[src/sv/utm_pkg.sv]
// ----------------------------------------------------------------------------
// utm_pkg
// Shared types and constants of the upstream track multiplicity trigger.
// ----------------------------------------------------------------------------
package utm_pkg;

  localparam int COORD_WIDTH = 16;
  localparam int COUNT_WIDTH = 8;
  localparam int ZTH_WIDTH   = 15;
  localparam int LZ_WIDTH    = 13;   // holds 1 .. 6400
  localparam int PADDR_WIDTH = 3;
  localparam int PDATA_WIDTH = 32;

  // register indexes (paddr[2])
  localparam logic REG_Z_THRESHOLD = 1'b0;
  localparam logic REG_MAX_UPSTREAM = 1'b1;

  localparam logic [ZTH_WIDTH-1:0]   Z_THRESHOLD_RST = ZTH_WIDTH'(896);
  localparam logic [COUNT_WIDTH-1:0] MAX_UPSTREAM_RST = COUNT_WIDTH'(4);

  // fiducial box, 1/64 cm
  localparam logic [LZ_WIDTH-1:0]           Z_START   = LZ_WIDTH'(6400);
  localparam logic signed [COORD_WIDTH-1:0] BOX_X_HI  = COORD_WIDTH'(2720);
  localparam logic signed [COORD_WIDTH-1:0] BOX_Y_HI  = COORD_WIDTH'(1280);
  localparam logic signed [COORD_WIDTH-1:0] BOX_Y_LO  = -COORD_WIDTH'(1280);
  localparam logic signed [COORD_WIDTH-1:0] BOX_Z_HI  = COORD_WIDTH'(5760);
  localparam logic signed [COORD_WIDTH-1:0] COORD_ZERO = '0;
  localparam logic [COUNT_WIDTH-1:0]        COUNT_MAX = '1;

  typedef struct packed {
    logic [ZTH_WIDTH-1:0]   z_threshold;
    logic [COUNT_WIDTH-1:0] max_upstream_tracks;
  } cfg_t;

  typedef struct packed {
    logic signed [COORD_WIDTH-1:0] x_pos;
    logic signed [COORD_WIDTH-1:0] y_pos;
    logic signed [COORD_WIDTH-1:0] z_pos;
    logic                          point_valid;
    logic                          track_end;
    logic                          event_end;
  } item_t;

  typedef struct packed {
    logic                   event_pass;
    logic [COUNT_WIDTH-1:0] upstream_count;
    logic [COUNT_WIDTH-1:0] volume_count;
    logic [COUNT_WIDTH-1:0] total_count;
  } verdict_t;

  function automatic logic [COUNT_WIDTH-1:0] sat_inc(input logic [COUNT_WIDTH-1:0] c);
    sat_inc = (c == COUNT_MAX) ? c : c + COUNT_WIDTH'(1);
  endfunction

endpackage

[src/sv/utm_regs.sv]
// ----------------------------------------------------------------------------
// utm_regs
// APB configuration registers: z threshold and upstream track limit.
// ----------------------------------------------------------------------------
module utm_regs (
  input  logic                               clk,
  input  logic                               rst,
  input  logic                               psel,
  input  logic                               penable,
  input  logic                               pwrite,
  input  logic [utm_pkg::PADDR_WIDTH-1:0]    paddr,
  input  logic [utm_pkg::PDATA_WIDTH-1:0]    pwdata,
  output logic [utm_pkg::PDATA_WIDTH-1:0]    prdata,
  output logic                               pready,
  output utm_pkg::cfg_t                      cfg
);

  logic wr_en;
  logic reg_sel;

  assign pready  = 1'b1;
  assign reg_sel = paddr[2];
  assign wr_en   = psel && penable && pwrite && pready;

  always_ff @(posedge clk) begin
    if (rst) begin
      cfg.z_threshold         <= utm_pkg::Z_THRESHOLD_RST;
      cfg.max_upstream_tracks <= utm_pkg::MAX_UPSTREAM_RST;
    end else if (wr_en) begin
      case (reg_sel)
        utm_pkg::REG_Z_THRESHOLD: begin
          cfg.z_threshold <= pwdata[utm_pkg::ZTH_WIDTH-1:0];
        end
        utm_pkg::REG_MAX_UPSTREAM: begin
          cfg.max_upstream_tracks <= pwdata[utm_pkg::COUNT_WIDTH-1:0];
        end
        default: begin
        end
      endcase
    end
  end

  always_comb begin
    case (reg_sel)
      utm_pkg::REG_Z_THRESHOLD:
        prdata = utm_pkg::PDATA_WIDTH'(cfg.z_threshold);
      utm_pkg::REG_MAX_UPSTREAM:
        prdata = utm_pkg::PDATA_WIDTH'(cfg.max_upstream_tracks);
      default:
        prdata = '0;
    endcase
  end

endmodule

[src/sv/utm_track.sv]
// ----------------------------------------------------------------------------
// utm_track
// Per-track lowest-z search in the fiducial box and per-event track tallies.
// ----------------------------------------------------------------------------
module utm_track (
  input  logic              clk,
  input  logic              rst,
  input  logic              step,      // process item this cycle
  input  utm_pkg::item_t    item,
  input  utm_pkg::cfg_t     cfg,
  output utm_pkg::verdict_t verdict    // valid with step when item.event_end
);

  logic [utm_pkg::LZ_WIDTH-1:0]    lowest_z, lowest_z_next;
  logic                            track_is_upstream, track_is_upstream_next;
  logic                            track_in_volume, track_in_volume_next;
  logic [utm_pkg::COUNT_WIDTH-1:0] upstream_tally, upstream_tally_next;
  logic [utm_pkg::COUNT_WIDTH-1:0] volume_tally, volume_tally_next;
  logic [utm_pkg::COUNT_WIDTH-1:0] track_tally, track_tally_next;

  logic                            in_box;
  logic                            take;
  logic [utm_pkg::LZ_WIDTH-1:0]    lz_pt;
  logic                            up_pt;
  logic                            vol_pt;

  // in-box z is in 1..5759, so its low bits compare directly with lowest_z
  assign in_box = (item.z_pos > utm_pkg::COORD_ZERO) && (item.z_pos < utm_pkg::BOX_Z_HI) &&
                  (item.x_pos > utm_pkg::COORD_ZERO) && (item.x_pos < utm_pkg::BOX_X_HI) &&
                  (item.y_pos > utm_pkg::BOX_Y_LO)   && (item.y_pos < utm_pkg::BOX_Y_HI);
  assign take   = item.point_valid && !track_is_upstream && in_box &&
                  (item.z_pos[utm_pkg::LZ_WIDTH-1:0] < lowest_z);

  always_comb begin
    lz_pt  = take ? item.z_pos[utm_pkg::LZ_WIDTH-1:0] : lowest_z;
    vol_pt = track_in_volume || take;
    up_pt  = track_is_upstream ||
             (item.point_valid &&
              (utm_pkg::ZTH_WIDTH'(lz_pt) < cfg.z_threshold));

    lowest_z_next          = lz_pt;
    track_is_upstream_next = up_pt;
    track_in_volume_next   = vol_pt;
    upstream_tally_next    = upstream_tally;
    volume_tally_next      = volume_tally;
    track_tally_next       = track_tally;

    if (item.track_end) begin
      track_tally_next = utm_pkg::sat_inc(track_tally);
      if (up_pt) begin
        upstream_tally_next = utm_pkg::sat_inc(upstream_tally);
      end
      if (vol_pt) begin
        volume_tally_next = utm_pkg::sat_inc(volume_tally);
      end
    end

    verdict.event_pass     = !(upstream_tally_next > cfg.max_upstream_tracks);
    verdict.upstream_count = upstream_tally_next;
    verdict.volume_count   = volume_tally_next;
    verdict.total_count    = track_tally_next;

    // track end or event end drops the open track; event end also restarts the tallies
    if (item.track_end || item.event_end) begin
      lowest_z_next          = utm_pkg::Z_START;
      track_is_upstream_next = 1'b0;
      track_in_volume_next   = 1'b0;
    end
    if (item.event_end) begin
      upstream_tally_next = '0;
      volume_tally_next   = '0;
      track_tally_next    = '0;
    end
  end

  always_ff @(posedge clk) begin
    if (rst) begin
      lowest_z          <= utm_pkg::Z_START;
      track_is_upstream <= 1'b0;
      track_in_volume   <= 1'b0;
      upstream_tally    <= '0;
      volume_tally      <= '0;
      track_tally       <= '0;
    end else if (step) begin
      lowest_z          <= lowest_z_next;
      track_is_upstream <= track_is_upstream_next;
      track_in_volume   <= track_in_volume_next;
      upstream_tally    <= upstream_tally_next;
      volume_tally      <= volume_tally_next;
      track_tally       <= track_tally_next;
    end
  end

endmodule

[src/sv/upstream_track_multiplicity_trigger_core.sv]
// Path from item accept to result valid: input register, then result register.
// Throughput: one item per cycle; the single track/tally update stage sets the rate.
// in_ready drops only while an event-end item waits on a full, stalled result register.
// Reset (rst, synchronous, active high): tallies and track state cleared, lowest z at
// 100 cm, z_threshold = 896, max_upstream_tracks = 4, no item or result held.
// ----------------------------------------------------------------------------
// upstream_track_multiplicity_trigger_core
// Space point stream in, one verdict with track counts out per event.
// ----------------------------------------------------------------------------
module upstream_track_multiplicity_trigger_core (
  input  logic                                  clk,
  input  logic                                  rst,
  // point stream
  input  logic                                  in_valid,
  output logic                                  in_ready,
  input  logic signed [utm_pkg::COORD_WIDTH-1:0] x_pos,
  input  logic signed [utm_pkg::COORD_WIDTH-1:0] y_pos,
  input  logic signed [utm_pkg::COORD_WIDTH-1:0] z_pos,
  input  logic                                  point_valid,
  input  logic                                  track_end,
  input  logic                                  event_end,
  // verdict stream
  output logic                                  out_valid,
  input  logic                                  out_ready,
  output logic                                  event_pass,
  output logic [utm_pkg::COUNT_WIDTH-1:0]       upstream_count,
  output logic [utm_pkg::COUNT_WIDTH-1:0]       volume_count,
  output logic [utm_pkg::COUNT_WIDTH-1:0]       total_count,
  // configuration
  input  logic                                  psel,
  input  logic                                  penable,
  input  logic                                  pwrite,
  input  logic [utm_pkg::PADDR_WIDTH-1:0]       paddr,
  input  logic [utm_pkg::PDATA_WIDTH-1:0]       pwdata,
  output logic [utm_pkg::PDATA_WIDTH-1:0]       prdata,
  output logic                                  pready
);

  utm_pkg::cfg_t     cfg;
  utm_pkg::item_t    item;
  utm_pkg::verdict_t verdict;
  utm_pkg::verdict_t res;
  logic              item_valid;
  logic              out_free;
  logic              step;

  utm_regs u_regs (
    .clk     (clk),
    .rst     (rst),
    .psel    (psel),
    .penable (penable),
    .pwrite  (pwrite),
    .paddr   (paddr),
    .pwdata  (pwdata),
    .prdata  (prdata),
    .pready  (pready),
    .cfg     (cfg)
  );

  assign out_free = !out_valid || out_ready;
  // items without event end never need the result register
  assign step     = item_valid && (!item.event_end || out_free);
  assign in_ready = !item_valid || step;

  always_ff @(posedge clk) begin
    if (rst) begin
      item_valid <= 1'b0;
    end else if (in_ready) begin
      item_valid <= in_valid;
    end
  end

  always_ff @(posedge clk) begin
    if (in_ready && in_valid) begin
      item.x_pos       <= x_pos;
      item.y_pos       <= y_pos;
      item.z_pos       <= z_pos;
      item.point_valid <= point_valid;
      item.track_end   <= track_end;
      item.event_end   <= event_end;
    end
  end

  utm_track u_track (
    .clk     (clk),
    .rst     (rst),
    .step    (step),
    .item    (item),
    .cfg     (cfg),
    .verdict (verdict)
  );

  always_ff @(posedge clk) begin
    if (rst) begin
      out_valid <= 1'b0;
    end else if (out_free) begin
      out_valid <= step && item.event_end;
    end
  end

  always_ff @(posedge clk) begin
    if (out_free && step && item.event_end) begin
      res <= verdict;
    end
  end

  assign event_pass     = res.event_pass;
  assign upstream_count = res.upstream_count;
  assign volume_count   = res.volume_count;
  assign total_count    = res.total_count;

endmodule

[config.mk]
export PLATFORM = sky130hd
export DESIGN_NAME = upstream_track_multiplicity_trigger_core
export DESIGN_NICKNAME = d
export VERILOG_FILES = /design/src/sv/utm_pkg.sv /design/src/sv/utm_regs.sv /design/src/sv/utm_track.sv /design/src/sv/upstream_track_multiplicity_trigger_core.sv
export SDC_FILE = /design/constraint.sdc
export NUM_CORES = 1
export LEC_CHECK = 0
export CORE_MARGIN = 4
export CORE_UTILIZATION = 57
export CTS_BUF_LIST = sky130_fd_sc_hd__clkbuf_16
export CTS_CLUSTER_SIZE = 8
export DETAILED_ROUTE_END_ITERATION = 6
export DONT_BUFFER_PORTS = 1
export PLACE_DENSITY = 0.73
export SLEW_MARGIN = 10
export SYNTH_ARGS = -nofsm -noshare
export SYNTH_HDL_FRONTEND = slang
export SYNTH_SLANG_ARGS = --single-unit
[constraint.sdc]
create_clock -name clk -period 5.46 [get_ports clk]
set_input_delay 0.819 -clock clk [delete_from_list [all_inputs] [get_ports clk]]
set_output_delay 0.819 -clock clk [all_outputs]
set_load 0.1 [all_outputs]
==> results of run 1 <==
==> repair_timing <==
| item | 4_1_cts | 5_1_grt |
|---|---|---|
| hold buffers | 0 | 0 |
| buffers inserted | 0 | 4 |
| setup endpoints to repair | 0 | 1 |
| gates resized for setup | 0 | 20 |
==> metrics by stage <==
stage | utilization [%] | power [mW] | instance area (sq um)
6_report | 65.6 | 2.40 | 7490
5_1_grt | 65.6 | 2.48 | 7490
4_1_cts | 64.7 | 2.41 | 7380
3_5_place_dp | 59.9 | 1.37 | 6840
3_3_place_gp | 59.9 | 1.37 | 6840
2_1_floorplan | - | 1.36 | 6740
==> logic make-up (layout without fill, tap and decap cells) <==
group,Yosys count,count (layout)
simple gates,214,214
fa+ha+maj,35,35
compound gates,145,145
buf+inv,84,94
flops,140,140
xor+xnor,15,15
other cells,2,18
mux,19,19
==> cells in the mapped netlist, types with 3 or more instances <==
cell      instances  area share, %
nand2_1          92            5.2
edfxtp_1         76             34
dfxtp_1          64             19
nor2_1           53            3.0
inv_1            48            2.7
a21oi_1          44            3.3
ha_1             35            6.6
o21ai_0          31            2.3
buf_4            18            2.0
mux2_2           18            3.0
a22oi_1          17            1.9
clkbuf_1         16           0.90
nand3_1          14            1.0
nor4_1           12            1.1
xnor2_1          10            1.3
o211ai_1          9            1.0
nand4_1           8           0.75
a21o_1            7           0.79
nor3_1            7           0.52
nor2b_1           5           0.47
o22ai_1           5           0.47
xor2_1            5           0.66
a32o_1            4           0.60
o21a_1            4           0.45
or3_1             4           0.37
a211oi_1          3           0.34
and3_1            3           0.28
==> worst paths after layout <==
| check | start | end | slack (ns) | depth (start not counted) |
|---|---|---|---|---|
| min | u_regs.cfg[19]$_SDFFE_PP0P_ | u_regs.cfg[19]$_SDFFE_PP0P_ | 0.45 | 2 |
| max reg2reg | item[11]$_DFFE_PP_ | event_pass$_DFFE_PP_ | 0.29 | 21 |
| min reg2reg | u_regs.cfg[19]$_SDFFE_PP0P_ | u_regs.cfg[19]$_SDFFE_PP0P_ | 0.45 | 2 |
| max | item[11]$_DFFE_PP_ | event_pass$_DFFE_PP_ | 0.29 | 21 |
==> report_power, final <==
group | leakage (nW) | switching (mW) | internal, mW | total [mW]
clock | 0.260 | 0.457 | 0.587 | 1.04
sequential | 1.26 | 0.0467 | 1.14 | 1.19
combinational | 1.21 | 0.135 | 0.0292 | 0.165
total | 2.73 | 0.639 | 1.76 | 2.40
==> flip-flops by register name (all words and copies together), names as in the netlist <==
name and count:
event_pass 1, item 51, item_valid 1, out_valid 1, total_count 8, u_regs.cfg 23
u_track.lowest_z 13, u_track.track_in_volume 1, u_track.track_is_upstream 1, u_track.track_tally 8, u_track.upstream_tally 8, u_track.volume_tally 8
upstream_count 8, volume_count 8
==> cell usage in the layout, fill, tap and decap left out, types with 7 or more instances in the layout <==
master      n
edfxtp_1   76
o211ai_1    9
nor2_2      7
dfxtp_1    64
conb_1     18
nor4_1     12
mux2_2     17
a21o_1      7
a22oi_1    17
buf_4      13
nand4_1     8
xnor2_1     9
nand2_1    92
nor2_1     46
ha_1       33
o21ai_2     9
a21oi_1    42
inv_1      49
nand3_1    14
o21ai_0    19
clkbuf_16  17
==> layout make-up <==
type	instances	area, sq um	share of cell area, %
Tap cell	143	179	2.39
Inverter	48	180	2.40
Clock buffer	17	425	5.68
Clock inverter	15	118	1.57
Sequential cell	140	3560	47.5
Multi-Input combinational cell	446	2920	39.0
Timing Repair Buffer	14	109	1.45
==> critical path: stages, from the launching register on <==
cell and delay (ns):
edfxtp_1 0.45, ha_1 0.31, a21oi_1 0.15, o21ai_0 0.11
a22o_1 0.22, or4b_4 0.58, mux2_4 0.34, ha_1 0.30
a21o_1 0.18, a21o_1 0.17, a21o_1 0.18, a21oi_2 0.15
o21ai_0 0.12, and4bb_1 0.30, buf_4 0.15, nor2_2 0.07
nor2_1 0.16, mux2_2 0.37, ha_1 0.29, nand3_1 0.09
o21ai_0 0.15, o21ai_0 0.10
==> per-layer routing <==
layer	vias to the layer above	GRT usage, %
met3	19	6.01
met4	0	7.66
li1	2355	-
met5	-	0
met2	162	36.3
met1	2293	26.9
==> key figures, run 1 <==
Outcome
  – Status: completed

Floorplan
  – Count of standard-cell rows: 39
  – Initial Utilization: 58.5%
  – IO Count: 153
  – Die width: 116 um
  – Height of the die: 116 um
  – Area of the die: 13500 sq um
  – Core area: 11400 sq um

STA
  – Final hold vios: 0
  – Worst slew pin tran: 1.18 ns
  – Final Skew: 0.0113 ns
  – # setup viols final: 0
  – Min Tclk post-route: 5.17 ns
  – Fin crit share: 94.7%
  – Fmax: 193 MHz
  – Post-route setup slack: 0.288 ns
  – Rel. slew slack: 21.2%
  – Slew Viols, Final: 0
  – Final setup TNS: 0 ns
  – Hold_ws: 0.449 ns
  – RSZ-0062 raised after global routing: false

Place
  – Placement Setup Slack: -0.00208 ns
  – Hpwl dp: 10600 um
  – Final Wtd Congestion: 0.895
  – # port buffers: 0
  – Placed cell count: 787

Detailed routing
  – M1 WL: 6170 um
  – Via count: 4829
  – Met3 routed WL: 738 um
  – First-iteration detailed-routing DRC count: 378
  – # DRC: 0
  – Drt wl/cell: 17.5 um
  – Post-DRT Antenna Nets: 0
  – Met2 Wirelength: 7240 um
  – Routed WL: 14400 um
  – DR top layer: met4
  – Pre-antenna DRT Iters: 5
  – Vias per inst: 5.87

Final layout
  – Cell Count, Final, Fillers Out: 823
  – Final nets: 795
  – Layout fillers: 890
  – Synthesis-to-finish area growth: 12.3%
  – Antenna cell count: 0
  – Share of post-route cells with drive strength above 1: 13.8%

Clock tree
  – Total CTS buffers: 17
  – H-tree depth: 4
  – Clock Tree Root: clkbuf_16
  – CTS tree: done
  – Worst-skew pair later-pin latency: 0.42 ns
  – Clk slew on worst S/H paths: 0.06 ns
  – Total clock sinks: 140
  – Clock buffer depth: 2

Pwr
  – P_leak: 2.73 nW
  – Pwr Density: 320 nW/um^2
  – Worst VDD drop: 0.369 mV

Synth
  – Gate Count Post-Synth: 654
  – Post-Synth Simple-Gate Area: 14.7%
  – Compound-Gate Fraction of Synth Area: 14.3%
  – Mux contribution to synthesized area: 3.19%
  – Top_reg_cell synth: edfxtp_1
  – Synth Area in Adders: 6.56%
  – Synthesis Warnings: 0
  – Post-synth EDFFs: 76
  – Largest family of logic cells by synthesized area: simple AND/OR/NAND/NOR gates
  – Seq/Total Area, Yosys: 53.4%
  – Seq cells post-synth: 140
  – Post-synth design cell area: 6680 sq um
  – Avg Inst Size Synth: 10.2 sq um
  – Post-Synth XOR/XNOR Area: 1.97%
  – Ys async rst share: 0%
  – Distinct cells, synth: 58

Global route
  – Largest net degree at the start of global routing: 52
  – Antenna violations before repair: 0
  – GR Util All Layers: 21.6%
  – Wire length of the first global-routing pass: 22600 um
  – Vias in the first global route: 4501
  – Overflow after GRT: 0

Flow run
  – Max_cap viols: 0

Min path
  – Hold WC Path Type: register to register

Setup path
  – Type of origin of the critical path: register
  – Worst Path Arrival: 5.33 ns
  – Critical Path Fanout Max: 6
  – Worst EP required: 5.62 ns
  – CP Class: register to register
  – Worst Setup End Kind: register
Note: power is estimated with default switching activity, not from simulation.
==> inputs of run 2 (changes only) <==
==> constraint.sdc (replaced) <==
create_clock -name clk -period 5.46 [get_ports clk]
set_input_delay 0.273 -clock clk [delete_from_list [all_inputs] [get_ports clk]]
set_output_delay 0.273 -clock clk [all_outputs]
set_load 0.1 [all_outputs]
==> run 2 against run 1 <==
  * Global-route usage up 2.7 points
  * Maximum frequency up 1.0%
  * Register-to-register slack improved by 0.05 ns
  * Critical path type unchanged
  * Largest cell class unchanged
  * Largest power group unchanged
  * Highest routed layer unchanged
==> key figures, run 2 (synthesized netlist as in run 1, its figures left out) <==
Global route
  – Wire length of the first global-routing pass: 25500 um
  – Vias in the first global route: 5172
  – Overflow after GRT: 0
  – Antenna violations before repair: 0
  – Largest net degree at the start of global routing: 52
  – GR Util All Layers: 24.4%

Setup path
  – Worst R2R End: event_pass$_DFFE_PP_
  – Worst EP required: 5.72 ns
  – Reg-to-Reg Start: item[6]$_DFFE_PP_
  – CP max stage cell: or4b_4
  – CP bufs+invs: 1
  – R2R Setup Slk: 0.34 ns
  – Worst Path Arrival: 5.38 ns
  – Reg2Reg Depth: 22
  – Kind of cell adding the most delay to the critical path: compound AO/OA/AOI/OAI gates
  – CP Class: register to register
  – Max incr delay on CP: 0.53 ns
  – Worst Setup End Kind: register
  – CP dominant cell by count: a21o_1
  – Critical Path Fanout Max: 6
  – Type of origin of the critical path: register
  – Worst path cell trace: ha_1 > a211oi_1 > o21ai_1 > o2111ai_2 > or4b_4 > mux2_4 > ha_1 > a21o_1 > a21o_1 > a21o_1 > a21oi_2 > o21ai_1 > and4bb_1 > buf_4 > nor2_2 > nor2_1 > mux2_2 > ha_1 > a21o_1 > a21oi_1 > o21ai_0 > o21ai_0

Floorplan
  – Die width: 116 um
  – Core area: 11400 sq um
  – Initial Utilization: 58.5%
  – IO Count: 153
  – Area of the die: 13500 sq um
  – Height of the die: 116 um
  – Count of standard-cell rows: 39

Final layout
  – Final instance area: 8170 sq um
  – Top Registers: item (51), u_regs.cfg (23), u_track.lowest_z (13)
  – Reg area: 3560 sq um
  – Commonest non-fill, non-tap cell in the layout: nand2_1
  – Largest register FFs: 51
  – Layout fillers: 802
  – Antenna cell count: 0
  – Multi-input logic area: 2940 sq um
  – Largest reg by FF count: item
  – Synthesis-to-finish area growth: 22.3%
  – Cell Count, Final, Fillers Out: 888
  – Share of post-route cells with drive strength above 1: 12.8%
  – Most frequent cells in the layout: 92 x nand2_1, 76 x edfxtp_1, 66 x dlygate4sd3_1
  – Post-layout util: 71.5%
  – Final nets: 860

Pwr
  – Pwr Total: 2.43 mW
  – Pwr Density: 298 nW/um^2
  – Worst VDD drop: 0.236 mV
  – P_leak: 3.01 nW

Place
  – Final Wtd Congestion: 0.884
  – Placed Area: 6830 sq um
  – Hpwl dp: 10500 um
  – Placed cell count: 786
  – # port buffers: 0

Detailed routing
  – Via count: 5180
  – Routed WL: 16000 um
  – Post-DRT Antenna Nets: 0
  – # DRC: 0
  – Vias per inst: 5.83
  – First-iteration detailed-routing DRC count: 345
  – Pre-antenna DRT Iters: 7
  – Drt wl/cell: 18.1 um

Clock tree
  – Clk slew on worst S/H paths: 0.06 ns
  – H-tree depth: 4
  – CTS tree: done
  – Total clock sinks: 140
  – Worst-skew pair later-pin latency: 0.43 ns
  – Clock buffer depth: 2
  – Total CTS buffers: 17
  – Clock Tree Root: clkbuf_16

STA
  – # setup viols final: 0
  – Final Skew: 0.0116 ns
  – Fin crit share: 93.7%
  – Hold_ws: 0.00847 ns
  – Slew Viols, Final: 0
  – Min Tclk post-route: 5.12 ns
  – Worst slew pin tran: 1.18 ns
  – Final hold vios: 0
  – Rel. slew slack: 20.8%
  – Fmax: 195 MHz

Outcome
  – Status: completed

Min path
  – Hold Crit Start: pwdata[6]
  – Hold worst-path end: u_regs.cfg[14]$_SDFFE_PP0P_
  – Hold path cells: 2
  – Hold WC Path Type: input pin to register

Flow run
  – Max_cap viols: 0
[run 2: worst max-delay path by stage]
stage | endpoint | cells after the start | slack (ns) | start
final | event_pass$_DFFE_PP_ | 22 | 0.34 | item[6]$_DFFE_PP_
after global routing | event_pass$_DFFE_PP_ | 26 | -0.02 | item[15]$_DFFE_PP_
after CTS | event_pass$_DFFE_PP_ | 24 | 0.01 | item[11]$_DFFE_PP_
after detailed placement | event_pass$_DFFE_PP_ | 24 | 0.03 | item[9]$_DFFE_PP_
after global placement | event_pass$_DFFE_PP_ | 24 | 0.14 | item[9]$_DFFE_PP_
after floorplan | event_pass$_DFFE_PP_ | 26 | 0.04 | item[15]$_DFFE_PP_
[run 2: final cells by class]
| class | instances | area share, % |
|---|---|---|
| well taps | 143 | 2.19 |
| flip-flops and latches | 140 | 43.6 |
| clock buffers | 17 | 5.21 |
| clock inverters | 15 | 1.27 |
| inverters | 48 | 2.21 |
| multi-input cells | 446 | 36.0 |
| repair buffers | 79 | 9.48 |
[run 2: routing by layer]
layer	global-route usage, %	wire length (um)
met1	29.4	6550
met2	40.7	7990
met3	6.17	925
met4	11.9	579
met5	0	0
[run 2: timing repair]
action | in CTS | in global routing
endpoints found under the setup margin | 0 | 1
gates resized for setup | 0 | 26
buffers inserted | 0 | 3
hold buffers | 67 | 0
endpoints found under the hold margin | 97 | 0
[run 2: worst reg2reg max path: stages (launching register included)]
cell       delay [ns]
edfxtp_1         0.42
ha_1             0.33
a211oi_1         0.25
o21ai_1          0.13
o2111ai_2        0.12
or4b_4           0.53
mux2_4           0.34
ha_1             0.30
a21o_1           0.18
a21o_1           0.17
a21o_1           0.18
a21oi_2          0.14
o21ai_1          0.09
and4bb_1         0.28
buf_4            0.15
nor2_2           0.08
nor2_1           0.11
mux2_2           0.38
ha_1             0.30
a21o_1           0.18
a21oi_1          0.14
o21ai_0          0.09
o21ai_0          0.07
[run 2: stage by stage]
step / TNS [ns] / setup WS [ns]
floorplan: 0 / 0.0362
global placement: 0 / 0.143
global route: -0.0214 / -0.0214
finish: 0 / 0.341
CTS: 0 / 0.0145
detailed placement: 0 / 0.0297
[run 2: report_power, final]
part | internal [mW] | switching (mW) | leakage (nW)
logic | 0.0633 | 0.152 | 1.48
registers | 1.14 | 0.0480 | 1.26
clock network | 0.578 | 0.446 | 0.264
total | 1.78 | 0.646 | 3.01
==> inputs of run 3 (changes only) <==
--- a/config.mk
+++ b/config.mk
@@ -5,7 +5,7 @@
 export SDC_FILE = /design/constraint.sdc
 export NUM_CORES = 1
 export LEC_CHECK = 0
-export CORE_MARGIN = 4
+export CORE_MARGIN = 8
 export CORE_UTILIZATION = 57
 export CTS_BUF_LIST = sky130_fd_sc_hd__clkbuf_16
 export CTS_CLUSTER_SIZE = 8
==> run 3 against run 2 <==
  * Via count is 1.4% higher
  * Non-clock buffer count up 2
  * Total power is 0.13% higher
  * First-iteration DRC count rose by 35%
  * Clock skew decreased by 0.0043 ns
  * Critical path depth up 3
  * Sequential power is essentially flat
  * Sequential share of layout area decreased by 0.14 points
  * Critical endpoint unchanged
  * Largest cell class unchanged
  * Largest power group unchanged
  * Highest routed layer unchanged
==> key figures, run 3 (synthesized netlist as in run 1, its figures left out) <==
Place
  – Placement Setup Slack: 0.0149 ns
  – Final Wtd Congestion: 0.854
  – Hpwl dp: 11300 um
  – # port buffers: 0
  – Placed cell count: 787

Final layout
  – Share of post-route cells with drive strength above 1: 12.9%
  – Final nets: 862
  – Cell Count, Final, Fillers Out: 891
  – Largest reg by FF count: item
  – Largest register FFs: 51
  – Layout fillers: 804
  – Top Registers: item (51), u_regs.cfg (23), u_track.lowest_z (13)
  – Most frequent cells in the layout: 92 x nand2_1, 76 x edfxtp_1, 66 x dlygate4sd3_1
  – Synthesis-to-finish area growth: 22.7%
  – Commonest non-fill, non-tap cell in the layout: nand2_1

Floorplan
  – Height of the die: 124 um
  – IO Count: 153
  – Initial Utilization: 58.5%
  – Count of standard-cell rows: 39
  – Core area: 11400 sq um
  – Area of the die: 15400 sq um
  – Die width: 124 um

Setup path
  – Worst Setup End Kind: register
  – CP max stage cell: or4b_4
  – CP dominant cell by count: o21ai_0
  – R2R Setup Slk: 0.16 ns
  – Worst Path Arrival: 5.46 ns
  – Critical Path Fanout Max: 17
  – Worst EP required: 5.62 ns
  – Type of origin of the critical path: register
  – CP Class: register to register
  – Max incr delay on CP: 0.57 ns

STA
  – Fmax: 189 MHz
  – Rel. slew slack: 17.1%
  – Slew Viols, Final: 0
  – # setup viols final: 0
  – Worst slew pin tran: 1.24 ns
  – Min Tclk post-route: 5.30 ns
  – Final hold vios: 0
  – Final Skew: 0.00733 ns
  – Fin crit share: 97.1%
  – Post-route setup slack: 0.159 ns
  – Hold_ws: 0.0222 ns

Detailed routing
  – Routed WL: 17000 um
  – Vias per inst: 5.90
  – Via count: 5255
  – # DRC: 0
  – Post-DRT Antenna Nets: 0
  – First-iteration detailed-routing DRC count: 467
  – Drt wl/cell: 19.1 um
  – Pre-antenna DRT Iters: 5

Clock tree
  – Clock buffer depth: 2
  – Worst-skew pair later-pin latency: 0.42 ns
  – Total CTS buffers: 17
  – Clock Tree Root: clkbuf_16
  – Clk slew on worst S/H paths: 0.06 ns
  – Total clock sinks: 140
  – H-tree depth: 4
  – CTS tree: done

Min path
  – Hold WC Path Type: input pin to register

Pwr
  – Pwr Total: 2.43 mW
  – P_leak: 3.01 nW
  – Worst VDD drop: 0.282 mV
  – Pwr Density: 297 nW/um^2

Global route
  – Vias in the first global route: 5347
  – Largest net degree at the start of global routing: 52
  – GR Util All Layers: 21.6%
  – Wire length of the first global-routing pass: 27300 um
  – Overflow after GRT: 0
  – Antenna violations before repair: 1

Outcome
  – Status: completed

Flow run
  – Max_cap viols: 0
run 3: cell types whose count changed in the layout (fill, tap and decap cells not counted), sizes merged:
cell      change
clkinvlp      +3
buf           +2
inv           -2
clkinv        -1
diode         +1
run 3: area by class of cell:
cell class / instances / area, sq um / area share [%]
flip-flops and latches: 140 / 3560 / 43.5
multi-input cells: 446 / 2940 / 35.9
repair buffers: 81 / 798 / 9.74
clock buffers: 17 / 425 / 5.19
inverters: 48 / 180 / 2.20
well taps: 143 / 179 / 2.18
clock inverters: 15 / 103 / 1.25
diodes: 1 / 2.50 / 0.0305
run 3: final timing paths:
check,start,depth (start not counted),endpoint
hold reg to reg,u_regs.cfg[9]$_SDFFE_PP0P_,2,u_regs.cfg[9]$_SDFFE_PP0P_
setup reg to reg,item[11]$_DFFE_PP_,25,event_pass$_DFFE_PP_
setup / recovery,item[11]$_DFFE_PP_,25,event_pass$_DFFE_PP_
hold / removal,rst,1,u_track.upstream_tally[4]$_SDFFE_PP0P_
run 3: through the flow:
stage / util (%) / setup TNS [ns] / area, sq um
after floorplan: - / 0 / 6740
final: 71.8 / 0 / 8190
after global routing: 71.8 / -0.0327 / 8190
after detailed placement: 60.0 / 0 / 6850
after CTS: 70.7 / 0 / 8070
after global placement: 60.0 / 0 / 6850
run 3: worst max-delay path: cells and delay by family (launching register included):
family,cells,cell delay [ns]
multiplexers,1,0.29
adder cells (fa/ha/maj),3,0.84
AND/OR/NAND/NOR,6,1.44
AO/OA/AOI/OAI,11,1.45
XOR/XNOR,1,0.18
flip-flops,1,0.43
buffers and inverters,3,0.40
run 3: where the power goes:
group / leakage, nW / total (mW) / internal (mW) / switching (mW)
clock network: 0.248 / 1.02 / 0.576 / 0.448
logic: 1.50 / 0.219 / 0.0643 / 0.155
registers: 1.26 / 1.19 / 1.14 / 0.0471
total: 3.01 / 2.43 / 1.78 / 0.650
run 3: layer usage:
layer	vias up	wire, um	global-route usage [%]
met5	-	0	0
met4	0	393	8.86
met3	33	1050	6.60
met2	198	8640	37.1
met1	2536	6960	24.5
li1	2488	-	-
run 3: repair_timing:
item                                   CTS  global route
endpoints found under the hold margin   98             0
resized for setup                        2            18
pin swaps                                0             5
buffers inserted                         0             4
hold buffers                            67             0
setup endpoints to repair                1             1
